`config.mk`:
```
export PLATFORM = sky130hd
export DESIGN_NAME = three_channel_adc_smoothing_filter
export DESIGN_NICKNAME = d
export VERILOG_FILES = /design/src/design/adcsf_pkg.sv /design/src/design/three_channel_adc_smoothing_filter.sv
export SDC_FILE = /design/constraint.sdc
export NUM_CORES = 2
export LEC_CHECK = 0
export ABC_AREA = 0
export BUFFER_PORTS_ARGS = -buffer_cell sky130_fd_sc_hd__clkbuf_2
export CORE_ASPECT_RATIO = 0.7
export CORE_MARGIN = 2
export CORE_UTILIZATION = 45
export DETAILED_ROUTE_END_ITERATION = 10
export PLACE_DENSITY = 0.67
export SLEW_MARGIN = 20
export SYNTH_ARGS = -nofsm -noshare
export SYNTH_HDL_FRONTEND = slang
export SYNTH_SLANG_ARGS = --single-unit
```
`constraint.sdc`:
```
create_clock -name aclk -period 21.4 [get_ports aclk]
set_clock_uncertainty 0.1 [all_clocks]
set_input_delay 1.07 -clock aclk [delete_from_list [all_inputs] [get_ports aclk]]
set_output_delay 1.07 -clock aclk [all_outputs]
set_load 0.02 [all_outputs]
```
`src/design/adcsf_pkg.sv`:
```
`timescale 1ns / 1ps
// Shared constants, types and the reciprocal table of the ADC smoothing filter.
// No dependencies; imported by the filter top level and its port checker.
package adcsf_pkg;

    localparam int CHANNELS  = 3;
    localparam int WINDOW    = 8;
    localparam int EMA_FRAC  = 16;
    localparam int SAMPLE_W  = 12;
    localparam int ALPHA_W   = 16;
    localparam int ALPHA_SH  = 15;
    localparam int POS_W     = $clog2(WINDOW);
    localparam int COUNT_W   = $clog2(WINDOW + 1);
    localparam int CH_W      = $clog2(CHANNELS);
    localparam int STEP_W    = $clog2(CHANNELS + 1);
    localparam int SUM_W     = SAMPLE_W + POS_W;
    localparam int EMA_W     = SAMPLE_W + EMA_FRAC;
    localparam int PA_W      = ALPHA_W + SAMPLE_W;
    localparam int PL_W      = ALPHA_W + EMA_FRAC;
    localparam int PH_W      = ALPHA_W + SAMPLE_W;
    localparam int TOT_W     = ALPHA_W + EMA_W;
    localparam int RECIP_SH  = 20;
    localparam int RECIP_W   = RECIP_SH + 1;
    localparam int DIVP_W    = SUM_W + RECIP_W;

    localparam int S_TDATA_W = ((SAMPLE_W * CHANNELS + 7) / 8) * 8;
    localparam int M_TDATA_W = ((2 * SAMPLE_W * CHANNELS + 7) / 8) * 8;

    localparam logic [ALPHA_W-1:0] ALPHA_ONE   = 16'h8000;
    localparam logic [ALPHA_W-1:0] ALPHA_RESET = 16'd3277;

    typedef struct packed {
        logic [SUM_W-1:0] sum;
        logic [EMA_W-1:0] ema;
    } chan_entry_t;

    // ceil(2^RECIP_SH / d), exact truncating quotient for SUM_W-bit dividends
    function automatic logic [RECIP_W-1:0] recip(input logic [COUNT_W-1:0] d);
        logic [RECIP_W-1:0] r;
        begin
            case (d)
                4'd1:    r = 21'd1048576;
                4'd2:    r = 21'd524288;
                4'd3:    r = 21'd349526;
                4'd4:    r = 21'd262144;
                4'd5:    r = 21'd209716;
                4'd6:    r = 21'd174763;
                4'd7:    r = 21'd149797;
                4'd8:    r = 21'd131072;
                default: r = '0;
            endcase
            return r;
        end
    endfunction

endpackage

```
`src/design/three_channel_adc_smoothing_filter.sv`:
```
`timescale 1ns / 1ps
// Three-channel ADC smoothing filter: moving average and exponential average per channel.
// Depends on adcsf_pkg.
//
// One frame of three 12-bit samples goes in per word and one word of six 12-bit results
// comes out: three moving averages over the last eight frames (divided by the frame count
// until eight have arrived), then three exponential averages weighted by cfg_data (Q1.15,
// values above 32768 saturate). One frame is in flight at a time, so a new frame is taken
// only once the result of the last one has been loaded into the output register, which waits
// on the output side: the three channels pass in turn through a read, multiply and
// write-back pipeline around the per-channel state memory, and the sample ring is read at
// acceptance and written on the last write-back. Reset needs no clearing pass: valid bits
// mark ring rows and channel entries that hold data. Write cfg_data only while idle.
module three_channel_adc_smoothing_filter (
    input  logic                              aclk,
    input  logic                              aresetn,
    input  logic                              cfg_valid,
    output logic                              cfg_ready,
    input  logic [adcsf_pkg::ALPHA_W-1:0]     cfg_data,   // smoothing_alpha
    input  logic                              s_tvalid,
    output logic                              s_tready,
    // sample_pot, sample_light, sample_temp, zero pad
    input  logic [adcsf_pkg::S_TDATA_W-1:0]   s_tdata,
    output logic                              m_tvalid,
    input  logic                              m_tready,
    // avg_pot, avg_light, avg_temp, ema_out_pot, ema_out_light, ema_out_temp
    output logic [adcsf_pkg::M_TDATA_W-1:0]   m_tdata
);
    import adcsf_pkg::*;

    localparam logic [1:0] ST_IDLE = 2'd0;
    localparam logic [1:0] ST_RUN  = 2'd1;
    localparam logic [1:0] ST_DONE = 2'd2;

    logic [1:0]          state_reg, state_next;
    logic [STEP_W-1:0]   step_reg;
    logic [ALPHA_W-1:0]  alpha_reg;
    logic [POS_W-1:0]    pos_reg;
    logic                filled_reg;
    logic                m_tvalid_reg;
    logic [M_TDATA_W-1:0] m_tdata_reg;

    logic [SAMPLE_W-1:0] samp_reg [CHANNELS];

    logic [SAMPLE_W*CHANNELS-1:0] ring_mem [WINDOW];
    logic [SAMPLE_W*CHANNELS-1:0] ring_q_reg;
    logic [WINDOW-1:0]            ring_vld_reg;
    logic                         ring_hit_reg;

    chan_entry_t         chan_mem [CHANNELS];
    chan_entry_t         chan_q_reg;
    logic [CHANNELS-1:0] chan_vld_reg;
    logic                chan_hit_reg;

    logic [SUM_W-1:0]    sum_m_reg;
    logic [PA_W-1:0]     pa_m_reg;
    logic [PL_W-1:0]     pl_m_reg;
    logic [PH_W-1:0]     ph_m_reg;
    logic [CH_W-1:0]     ch_m_reg;
    logic                start_m_reg;
    logic [SAMPLE_W-1:0] x_m_reg;

    logic [SAMPLE_W-1:0] avg_res_reg [CHANNELS];
    logic [SAMPLE_W-1:0] ema_res_reg [CHANNELS];

    logic                s_acc, m_load, mul_en, wb_en, last_wb;
    logic [CH_W-1:0]     rd_addr, ch_sel;
    logic [SAMPLE_W-1:0] x_cur, old_cur;
    chan_entry_t         entry_cur;
    logic [SUM_W-1:0]    sum_cur;
    logic [ALPHA_W-1:0]  beta;
    logic [TOT_W-1:0]    ema_sum;
    logic [EMA_W-1:0]    ema_new;
    logic [POS_W-1:0]    pos_inc;
    logic [COUNT_W-1:0]  count;
    logic [DIVP_W-1:0]   quot_prod;
    logic [SAMPLE_W*CHANNELS-1:0] ring_wr;
    logic [M_TDATA_W-1:0] m_pack;

    assign cfg_ready = 1'b1;
    assign s_tready  = (state_reg == ST_IDLE);
    assign s_acc     = s_tvalid && s_tready;
    assign m_tvalid  = m_tvalid_reg;
    assign m_tdata   = m_tdata_reg;

    assign mul_en  = (state_reg == ST_RUN) && (step_reg < STEP_W'(CHANNELS));
    assign wb_en   = (state_reg == ST_RUN) && (step_reg != '0);
    assign last_wb = (state_reg == ST_RUN) && (step_reg == STEP_W'(CHANNELS));
    assign m_load  = (state_reg == ST_DONE) && (!m_tvalid_reg || m_tready);

    always_comb begin
        rd_addr = '0;
        if (state_reg == ST_RUN && step_reg < STEP_W'(CHANNELS - 1)) begin
            rd_addr = CH_W'(step_reg + 1'b1);
        end
    end

    // multiply stage operands
    always_comb begin
        ch_sel    = CH_W'(step_reg);
        x_cur     = samp_reg[ch_sel];
        old_cur   = ring_hit_reg ? ring_q_reg[ch_sel*SAMPLE_W +: SAMPLE_W] : '0;
        entry_cur = chan_hit_reg ? chan_q_reg : '0;
        sum_cur   = entry_cur.sum - SUM_W'(old_cur) + SUM_W'(x_cur);
        beta      = ALPHA_ONE - alpha_reg;
    end

    // write-back stage
    always_comb begin
        ema_sum = (TOT_W'(pa_m_reg) << EMA_FRAC) + (TOT_W'(ph_m_reg) << EMA_FRAC)
                + TOT_W'(pl_m_reg);
        ema_new = start_m_reg ? EMA_W'(ema_sum >> ALPHA_SH) : {x_m_reg, {EMA_FRAC{1'b0}}};
        pos_inc = pos_reg + 1'b1;
        count   = (filled_reg || pos_inc == '0) ? COUNT_W'(WINDOW) : COUNT_W'(pos_inc);
        quot_prod = DIVP_W'(sum_m_reg) * DIVP_W'(recip(count));
    end

    always_comb begin
        m_pack = '0;
        for (int c = 0; c < CHANNELS; c++) begin
            ring_wr[c*SAMPLE_W +: SAMPLE_W] = samp_reg[c];
            m_pack[c*SAMPLE_W +: SAMPLE_W] = avg_res_reg[c];
            m_pack[(CHANNELS + c)*SAMPLE_W +: SAMPLE_W] = ema_res_reg[c];
        end
    end

    always_comb begin
        state_next = state_reg;
        case (state_reg)
            ST_IDLE: begin
                if (s_acc) state_next = ST_RUN;
            end
            ST_RUN: begin
                if (last_wb) state_next = ST_DONE;
            end
            ST_DONE: begin
                if (m_load) state_next = ST_IDLE;
            end
            default: state_next = ST_IDLE;
        endcase
    end

    always_ff @(posedge aclk) begin
        if (!aresetn) begin
            state_reg    <= ST_IDLE;
            step_reg     <= '0;
            alpha_reg    <= ALPHA_RESET;
            pos_reg      <= '0;
            filled_reg   <= 1'b0;
            ring_vld_reg <= '0;
            chan_vld_reg <= '0;
            m_tvalid_reg <= 1'b0;
        end else begin
            state_reg <= state_next;
            if (cfg_valid) begin
                alpha_reg <= (cfg_data > ALPHA_ONE) ? ALPHA_ONE : cfg_data;
            end
            if (s_acc) begin
                step_reg <= '0;
            end else if (state_reg == ST_RUN) begin
                step_reg <= step_reg + 1'b1;
            end
            if (wb_en) begin
                chan_vld_reg[ch_m_reg] <= 1'b1;
            end
            if (last_wb) begin
                ring_vld_reg[pos_reg] <= 1'b1;
                pos_reg <= pos_inc;
                if (pos_inc == '0) filled_reg <= 1'b1;
            end
            if (m_load) begin
                m_tvalid_reg <= 1'b1;
            end else if (m_tready) begin
                m_tvalid_reg <= 1'b0;
            end
        end
    end

    // memories and datapath
    always_ff @(posedge aclk) begin
        ring_q_reg   <= ring_mem[pos_reg];
        ring_hit_reg <= ring_vld_reg[pos_reg];
        chan_q_reg   <= chan_mem[rd_addr];
        chan_hit_reg <= chan_vld_reg[rd_addr];
        if (s_acc) begin
            for (int c = 0; c < CHANNELS; c++) begin
                samp_reg[c] <= s_tdata[c*SAMPLE_W +: SAMPLE_W];
            end
        end
        if (mul_en) begin
            sum_m_reg   <= sum_cur;
            pa_m_reg    <= PA_W'(alpha_reg) * PA_W'(x_cur);
            pl_m_reg    <= PL_W'(beta) * PL_W'(entry_cur.ema[EMA_FRAC-1:0]);
            ph_m_reg    <= PH_W'(beta) * PH_W'(entry_cur.ema[EMA_W-1:EMA_FRAC]);
            ch_m_reg    <= ch_sel;
            start_m_reg <= chan_hit_reg;
            x_m_reg     <= x_cur;
        end
        if (wb_en) begin
            chan_mem[ch_m_reg]    <= '{sum: sum_m_reg, ema: ema_new};
            avg_res_reg[ch_m_reg] <= quot_prod[RECIP_SH +: SAMPLE_W];
            ema_res_reg[ch_m_reg] <= ema_new[EMA_W-1:EMA_FRAC];
        end
        if (last_wb) begin
            ring_mem[pos_reg] <= ring_wr;
        end
        if (m_load) begin
            m_tdata_reg <= m_pack;
        end
    end

endmodule

```
==> flow_metrics.py <==
metrics = {
    "status": {
        "outcome": "finished, final reports clean",
    },
    "synth": {
        "synth_seq_area_share_pct": 38.5,
        "synth_top_family_by_area": "adder cells",
        "synth.mux.area_fraction_pct": 5.01,
        "yosys_warnings": 0,
        "synth-seq-cells": 781,
        "synth_edf_count": 662,
        "synthArstFlopShare_pct": 0,
        "synth_flop_cell": "edfxtp_1",
        "syn_nets": 6096,
        "synth-simple-area-share_pct": 9.92,
        "synthesis.area_sq_um": 57900,
        "synth_compound_area_share_pct": 3.90,
        "synth_cell_type_count": 73,
        "synth_xor_xnor_area_share_pct": 2.34,
        "synthAdderAreaFrac_pct": 33.3,
        "synthCells": 4935,
        "syn_avg_cell_area_sq_um": 11.7,
    },
    "die": {
        "die_w_um": 433,
        "core_area_sq_um": 128000,
        "ios": 136,
        "dieArea_sq_um": 132000,
        "start_util_pct": 45.2,
        "die_h_um": 304,
        "rows": 110,
    },
    "cells_and_area": {
        "layout_commonest_cell": "inv_1",
        "drive_gt1_share_pct": 10.1,
        "ff_latch_area_sq_um": 22300,
        "largest_reg_flops": 288,
        "fin_nets": 6196,
        "syn2layout_area_growth_pct": 9.66,
        "num-fill-cells": 11300,
        "layout_common_cells": "inv_1 (886), fa_1 (737), edfxtp_1 (662)",
        "n_antenna_cell": 0,
        "multi_input_area_sq_um": 31700,
        "final_cell_count_no_fill": 6836,
    },
    "routing": {
        "wl_mm": 145,
        "postRouteAntennaNets": 0,
        "first_pass_iters": 8,
        "routedWlPerCell_um": 21.2,
        "vias": 36100,
        "viasPerCell": 5.28,
        "route.detailed.drc": 0,
        "drtIter0Drc": 2773,
    },
    "clock_tree": {
        "path_clk_slew_ps": 60,
        "post_cts_resized": 0,
        "cts_setup_buffers": 0,
        "clk_latency_ps": 710,
        "cts_htree_levels": 3,
        "cts_tree": "built",
        "hold_buffers": 0,
        "cts_sinks": 781,
        "cts_buffer_depth": 3,
        "root_buffer": "clkbuf_16",
        "cts_buffers": 77,
    },
    "run": {
        "cap_violations": 0,
    },
    "power_and_ir_drop": {
        "p_total_mw": 4.77,
        "leakage_nw": 27.2,
        "power_density_nw_per_um2": 75.2,
        "peakVddDrop_uv": 145,
    },
    "global_routing": {
        "grt_max_degree": 88,
        "use_met3_pct": 4.71,
        "met1_usage_pct": 32.4,
        "grtUsageTotal_pct": 22.9,
        "grt_pass1_wl_mm": 228,
        "grt_busiest_layer": "met2",
        "grt_pass1_vias": 38300,
        "grt_overflow_total": 0,
        "met2_usage_pct": 35.8,
        "antenna_found_initial": 3,
    },
    "timing": {
        "min_period_ps": 9720,
        "finalSetupViolCount": 0,
        "post-route-period-util_pct": 45.4,
        "tns_ps": 0,
        "rsz0062_at_grt": "no",
        "hold_viol": 0,
        "hold_slack_ps": 311,
        "maxSlewViolCount": 0,
        "max-slew-margin-rel_pct": 25.2,
        "fin_ws_ps": 11680,
        "fmaxAchievable_mhz": 103,
        "tightest_slew_ps": 1110,
    },
    "critical_path": {
        "worst-path-buf-inv": 5,
        "crit_type": "reg2reg",
        "critPathLaunchType": "register",
        "slowest_stage": "and3_1",
        "arrival_ps": 9980,
        "crit_path_max_incr_delay_ps": 700,
        "crit_fanout": 45,
        "worstPathRequired_ps": 21650,
        "endpoint_kind": "register",
        "crit_family": "adder cells",
        "worst_path_most_repeated_cell": "fa_1",
    },
    "placed_design": {
        "dp_cells": 6692,
        "finalWeightedCongestion": 0.944,
        "port_buffers": 130,
        "hpwl_mm": 106,
        "dp_slack_ps": 11940,
    },
    "hold_path": {
        "hold_path_class": "reg2reg",
    },
}
## through the flow
step           utilization [%]  cell area, sq um
5_1_grt                   49.5             63500
2_1_floorplan                -             57900
3_3_place_gp              47.4             60800
6_report                  49.5             63500
3_5_place_dp              47.4             60800
4_1_cts                   49.5             63500
## logic make-up (layout without fill, tap and decap cells)
group / count (synthesis) / after routing
compound gates: 349 / 349
other cells: 1 / 1
flops: 781 / 781
xor+xnor: 154 / 154
fa+ha+maj: 1100 / 1100
simple gates: 1280 / 1280
mux: 191 / 191
buf+inv: 1079 / 1244
## per-layer routing
layer  vias to the layer above  routed length (um)
met4                         4                3930
met1                     18400               62300
met2                      1413               66700
met5                         -                  20
met3                       236               12300
li1                      16100                   -
## final cells by class
| type | count | area share (%) |
|---|---|---|
| multi-input combinational | 3075 | 50.0 |
| clock inverter | 48 | 1.04 |
| clock buffer | 96 | 3.20 |
| sequential | 781 | 35.1 |
| inverter | 888 | 5.25 |
| tap | 1736 | 3.42 |
| timing repair buffer | 212 | 1.99 |
## where the power goes
part | switching (mW) | internal, mW | total (mW) | leakage [nW]
Combinational | 0.926 | 0.565 | 1.49 | 18.8
Sequential | 0.0681 | 1.79 | 1.85 | 7.03
Clock | 0.626 | 0.803 | 1.43 | 1.29
Total | 1.62 | 3.15 | 4.77 | 27.2
## synth_stat cells, types with 4 or more instances
| cell type | n | area share, % |
|---|---|---|
| nand2b_1 | 23 | 0.25 |
| xor2_1 | 42 | 0.64 |
| buf_1 | 20 | 0.13 |
| nand3_1 | 36 | 0.31 |
| mux4_2 | 74 | 2.9 |
| buf_2 | 7 | 0.061 |
| inv_1 | 886 | 5.7 |
| a31oi_1 | 10 | 0.11 |
| nor3_1 | 33 | 0.29 |
| edfxtp_1 | 662 | 34 |
| o31a_1 | 4 | 0.061 |
| a211o_1 | 4 | 0.061 |
| nor2_1 | 251 | 1.6 |
| and3_1 | 46 | 0.50 |
| a211oi_1 | 11 | 0.14 |
| nand2_1 | 636 | 4.1 |
| o21bai_1 | 11 | 0.14 |
| ha_1 | 363 | 7.8 |
| a21o_1 | 36 | 0.47 |
| o21ai_1 | 9 | 0.078 |
| a21oi_1 | 92 | 0.80 |
| clkbuf_1 | 163 | 1.1 |
| dfxtp_1 | 119 | 4.1 |
| mux2i_1 | 69 | 1.2 |
| nor2b_1 | 39 | 0.42 |
| mux2_2 | 48 | 0.93 |
| and4_1 | 4 | 0.061 |
| or2_2 | 9 | 0.097 |
| o21a_1 | 31 | 0.40 |
| nand4_1 | 7 | 0.076 |
| o21ai_0 | 86 | 0.74 |
| fa_1 | 737 | 25 |
| and2_1 | 155 | 1.7 |
| or3_1 | 12 | 0.13 |
| nor4_1 | 8 | 0.086 |
| o211ai_1 | 9 | 0.12 |
| xnor2_1 | 111 | 1.7 |
| and2_0 | 8 | 0.086 |
| o31ai_1 | 4 | 0.052 |
| a31o_2 | 5 | 0.076 |
| a21boi_0 | 8 | 0.10 |
## worst paths after layout
path / start / endpoint / slack [ps] / cells past startpoint
setup / recovery: pos_reg[0]$_SDFFE_PN0P_ / avg_res_reg[0][10]$_DFFE_PP_ / 11680 / 28
hold reg to reg: avg_res_reg[0][9]$_DFFE_PP_ / m_tdata[9]$_DFFE_PP_ / 310 / 0
hold / removal: avg_res_reg[0][9]$_DFFE_PP_ / m_tdata[9]$_DFFE_PP_ / 310 / 0
setup reg to reg: pos_reg[0]$_SDFFE_PN0P_ / avg_res_reg[0][10]$_DFFE_PP_ / 11680 / 28
Note: power is estimated with default switching activity, not from simulation.
